`src/hdl/tlc_pkg.sv`:
```
// Package for the trajectory limit checker: widths, reason codes, register
// addresses, limit constants and the configuration struct.
// No dependencies.
`default_nettype none
package tlc_pkg;
	localparam int MAX_POINTS = 4096;
	localparam int CNT_W = $clog2(MAX_POINTS + 1);
	localparam int IDX_W = 12;

	localparam logic [3:0] RC_OK    = 4'd0;
	localparam logic [3:0] RC_FEW   = 4'd1;
	localparam logic [3:0] RC_SPEED = 4'd2;
	localparam logic [3:0] RC_ACCEL = 4'd3;
	localparam logic [3:0] RC_CURV  = 4'd4;
	localparam logic [3:0] RC_STEP  = 4'd5;
	localparam logic [3:0] RC_KJUMP = 4'd6;
	localparam logic [3:0] RC_KRATE = 4'd7;
	localparam logic [3:0] RC_JERK  = 4'd8;

	localparam logic [2:0] REG_SPEED = 3'd0;
	localparam logic [2:0] REG_ACCEL = 3'd1;
	localparam logic [2:0] REG_CURV  = 3'd2;
	localparam logic [2:0] REG_JERK  = 3'd3;
	localparam logic [2:0] REG_MINPT = 3'd4;

	localparam logic [63:0] STEP_SQ_LIMIT = 64'd419430400;
	localparam logic [63:0] RATE_MIN_DEN  = 64'd65536;
	localparam logic [19:0] KAPPA_JUMP_LIMIT = 20'd81920;
	localparam logic [31:0] KAPPA_RATE_SCALE = 32'd640000;
	localparam logic [31:0] JERK_TIME_SCALE  = 32'd1000000;

	typedef struct packed {
		logic [14:0] speed_limit;
		logic [14:0] accel_limit;
		logic [18:0] curvature_limit;
		logic [15:0] jerk_limit;
		logic [12:0] min_point_count;
	} cfg_t;
endpackage
`default_nettype wire

```
`src/hdl/tlc_mul.sv`:
```
// Shared 32x32 unsigned multiplier with a registered product.
// Depends on tlc_pkg.
`default_nettype none
module tlc_mul
	import tlc_pkg::*;
(
	input  wire logic        clk,
	input  wire logic [31:0] a,
	input  wire logic [31:0] b,
	output logic      [63:0] p_q
);
	// One product per cycle, registered.
	always_ff @(posedge clk) begin
		p_q <= {32'd0, a} * {32'd0, b};
	end
endmodule
`default_nettype wire

```
`config.mk`:
```
export PLATFORM = sky130hd
export DESIGN_NAME = tlc_mul
export DESIGN_NICKNAME = d
export VERILOG_FILES = /design/src/hdl/tlc_pkg.sv /design/src/hdl/tlc_mul.sv
export SDC_FILE = /design/constraint.sdc
export NUM_CORES = 2
export LEC_CHECK = 0
export ABC_CLOCK_PERIOD_IN_PS = 8700
export BUFFER_PORTS_ARGS = -buffer_cell sky130_fd_sc_hd__buf_2
export CAP_MARGIN = 20
export CORE_MARGIN = 2
export CORE_UTILIZATION = 43
export CTS_CLUSTER_SIZE = 14
export DETAILED_ROUTE_END_ITERATION = 12
export SLEW_MARGIN = 25
export SYNTH_ARGS = -nofsm -noshare
export SYNTH_HDL_FRONTEND = slang
export SYNTH_SLANG_ARGS = --single-unit
```
`constraint.sdc`:
```
create_clock -name clk -period 8.7 [get_ports clk]
set_input_delay 0.435 -clock clk [delete_from_list [all_inputs] [get_ports clk]]
set_output_delay 0.435 -clock clk [all_outputs]
set_load 0.02 [all_outputs]
```
======== Word level (Yosys, flattened, before mapping) ========
Cells that the tools add are included.
W data, S select, Z words.
storage, ports and cells
  memory bits (read-only) ................. 0
  logic and storage cells ................. 2
  latch bits .............................. 0
  RAM bits ................................ 0
  output and inout port bits .............. 64
  memories ................................ 0
  bits in registers ....................... 64
cells by class
  muxes and demuxes ....................... 0
  div/mod/pow operators ................... 0
  shift operators ......................... 0
  eq/ne operators ......................... 0
  multiply operators ...................... 1
  order comparisons ....................... 0
  add/subtract/negate cells ............... 0
  reduce and logical (&&, ||, !) cells .... 0
  bitwise gates (word level) .............. 0
operators by type and width
  cell              number
  $mul A32 B32 Y64  1

======== Longest topological paths before layout ========
  depth in word-level cells ............... 1
  gate-level depth with buffers ........... 29
  depth with buffers taken out ............ 27

======== Worst setup path before layout ========
OpenSTA, ideal clock, no wires.
  path kind ............................... input to register
  from .................................... input a[25]
  to ...................................... register p_q[62]
  library setup time ...................... 0.072 ns
  cell stages on the path ................. 25
  data required time ...................... 8.628 ns
  setup slack ............................. 1.512 ns
  arrival ................................. 7.116 ns
  path through ............................ clkbuf_1 > nand2_1 > fa_1 > inv_1 > fa_1 > inv_1 > fa_1 > inv_1 > fa_1 > fa_1 > fa_1 > fa_1 > inv_1 > fa_1 > inv_1 > ha_1 > buf_2 > nand4_1 > or4_1 > or3_1 > a31oi_1 > a31o_2 > a211oi_1 > o21ai_1 > xor2_1
on the way
  cells in the longest elaborated chain, start to end .. 1
ends and longest elaborated chain
  what                  line           RTL
  start, declared       tlc_mul.sv:8   input wire logic [31:0] a,
  $mul A32 B32 Y64      tlc_mul.sv:14  p_q <= {32'd0, a} * {32'd0, b};
  end signal, assigned  tlc_mul.sv:14
  end, declared         tlc_mul.sv:10  output logic [63:0] p_q
No other way between the ends.

======== Final worst setup path ========
  from .................................... input b[11]
  to ...................................... register p_q[62]
on the way
  cells in the longest elaborated chain, start to end .. 1
ends and longest elaborated chain
  what              line           RTL
  start, declared   tlc_mul.sv:9   input wire logic [31:0] b,
  $mul A32 B32 Y64  tlc_mul.sv:14
No other way between the ends.

==> results.sh <==
export IMPL_status="completed"
export IMPL_synthXorXnorAreaFrac_pct=1.52
export IMPL_clk_pin_slew_ps=60
export IMPL_totalWireLength_um=94800
export IMPL_io_pin_count=129
export IMPL_cts_repair_resized=0
export IMPL_drc=0
export IMPL_hold_viol=0
export IMPL_grt_ovfl_total=0
export IMPL_top_usage_layer="met2"
export IMPL_grtUsageMet2_pct=43.9
export IMPL_gp_congestion=0.877
export IMPL_grt_max_degree=33
export IMPL_h_tree_depth=3
export IMPL_floorplan_rows=104
export IMPL_postSynthCellCount=3748
export IMPL_dp_final_hpwl_um=78700
export IMPL_synth_cell_area_mm2=0.0347
export IMPL_drtIter0Drc=1330
export IMPL_maxSlewHeadroom_pct=42.9
export IMPL_ant_nets=0
export IMPL_core_area_mm2=0.0802
export IMPL_synthAdderAreaFrac_pct=61.2
export IMPL_firstDrtPassIters=6
export IMPL_postCtsSetupBuffers=0
export IMPL_holdWs_ps=743
export IMPL_largestRegisters="p_q (64)"
export IMPL_yosysMostFrequentCell="fa_1"
export IMPL_crit_family="adder cells"
export IMPL_antenna_found_initial=5
export IMPL_area_delta_synth_final_pct=5.19
export IMPL_tightestPinTransition_ps=857
export IMPL_synth_edf_count=0
export IMPL_crit_fanout=32
export IMPL_end_kind="flop"
export IMPL_die_w_um=288
export IMPL_ys_flop_type="dfxtp_1"
export IMPL_met1_usage_pct=29.2
export IMPL_cp_start_kind="primary input"
export IMPL_finalCritPeriodShare_pct=92.5
export IMPL_cp_slowest_cell="fa_1"
export IMPL_synth_async_sr_flop_share_pct=0
export IMPL_maxCapViolCount=0
export IMPL_start_util_pct=43.3
export IMPL_io_buffers=128
export IMPL_cp_depth=24
export IMPL_ys_warn_count=0
export IMPL_hold_class="in2reg"
export IMPL_fin_nets=4933
export IMPL_rsz0062_at_grt="false"
export IMPL_drv_slew=0
export IMPL_synth_common_cells="fa_1, inv_1, and2_1"
export IMPL_synthDistinctLibCells=57
export IMPL_clock_path_buffers=2
export IMPL_yosysTopAreaCell="fa_1"
export IMPL_setup_violations=0
export IMPL_grt_first_pass_wirelength_um=152000
export IMPL_die_h_um=288
export IMPL_path_cells="buf_2, nand2_1, fa_1, inv_1, fa_1, inv_1, fa_1, inv_1, fa_1, fa_1, fa_1, fa_1, inv_1, fa_1, inv_1, ha_1, nand4_1, or4_1, or3_1, a31oi_1, a31o_2, a211oi_1, o21ai_1, xor2_1"
export IMPL_largest_reg_flops=64
export IMPL_top_register="p_q"
export IMPL_fp_dieArea_mm2=0.0829
export IMPL_criticalPathCategory="in2reg"
export IMPL_cts_tree="built"
export IMPL_met3_usage_pct=2.37
export IMPL_drive_gt1_share_pct=5.44
export IMPL_ys_top_cells_by_area="fa_1, and2_1, ha_1"
export IMPL_grt_pass1_vias=26600
export IMPL_hold_depth=2
export IMPL_synth_compound_area_share_pct=4.15
export IMPL_setup_tns_ps=0
export IMPL_yosys_area_top_type_share_pct=51.7
export IMPL_grtUsageTotal_pct=24.0
export IMPL_avgSynthCellArea_um2=9.25
export IMPL_ys_ff_latch=64
export IMPL_crit_top_cell="fa_1"
export IMPL_clock_sinks=64
export IMPL_synth_top_family_by_area="adder cells"
export IMPL_fmax_mhz=124
export IMPL_syn_num_nets=4972
export IMPL_critPathBufInv=6
export IMPL_viasPerCell=5.15
export IMPL_cp_slowest_stage_delay_ps=600
export IMPL_cts_hold_buf=0
export IMPL_synthMuxAreaShare_pct=0.0289
export IMPL_post_drt_wl_per_cell_um=19.9
export IMPL_fill_cells=7911
export IMPL_numCtsBuffers=9
export IMPL_ys_seq_area_share_pct=3.69
export IMPL_crit_arrival_ps=8330
export IMPL_via_count=24600
export IMPL_cp_required_ps=8980
export IMPL_period_minus_slack_ps=8050
export IMPL_cts_root_buf="clkbuf_16"
export IMPL_yosys_area_share_simple_pct=17.6
==> stage by stage <==
| step | cell area, µm² | cells | setup slack (ps) | util (%) |
|---|---|---|---|---|
| 2_1_floorplan | 34700 | 3748 | 1510 | - |
| 3_3_place_gp | 36100 | 4758 | 478 | 45.1 |
| 3_5_place_dp | 36100 | 4758 | 437 | 45.1 |
| 4_1_cts | 36500 | 4774 | 799 | 45.5 |
| 5_1_grt | 36500 | 4774 | 279 | 45.5 |
| 6_report | 36500 | 4775 | 649 | 45.5 |
==> routing by layer <==
layer	vias to the layer above	wire (µm)
met2	687	50700
met5	-	26
met4	4	4140
met3	174	4120
li1	10800	-
met1	13000	35900
==> cell type report <==
class,count,area [µm²],area share (%)
Antenna cell,1,2.50,0.00686
Clock buffer,11,243,0.666
Clock inverter,5,104,0.285
Inverter,865,3250,8.90
Multi-Input combinational cell,2599,29300,80.4
Sequential cell,64,1280,3.51
Tap cell,1060,1330,3.64
Timing Repair Buffer,170,956,2.62
==> placed cells by master, fill, tap and decap left out, drive strengths merged, types with 12 or more instances in the layout <==
cell   count
a21oi     66
and2     602
and3      14
ha       263
buf      170
a31oi     12
nand4     23
fa       896
dfxtp     64
xor2      25
inv      865
xnor2     35
a21o      40
nor2      20
o21ai     26
nand2    480
==> cell families (layout without fill, tap and decap cells) <==
family,after synthesis,count (layout)
buffers and inverters,1085,1051
multiplexers,1,1
AND/OR/NAND/NOR,1177,1177
XOR/XNOR,60,60
adder cells (fa/ha/maj),1159,1159
other,0,1
AO/OA/AOI/OAI,202,202
flip-flops,64,64
==> path summary, 6_finish.rpt <==
kind | startpoint | endpoint | slack, ps
hold / removal | b[0] | p_q[0]$_DFF_P_ | 740
setup / recovery | b[11] | p_q[62]$_DFF_P_ | 650
Power is not shown: default switching activity piles up to over one toggle a cycle in this logic, so the estimate is an artifact.
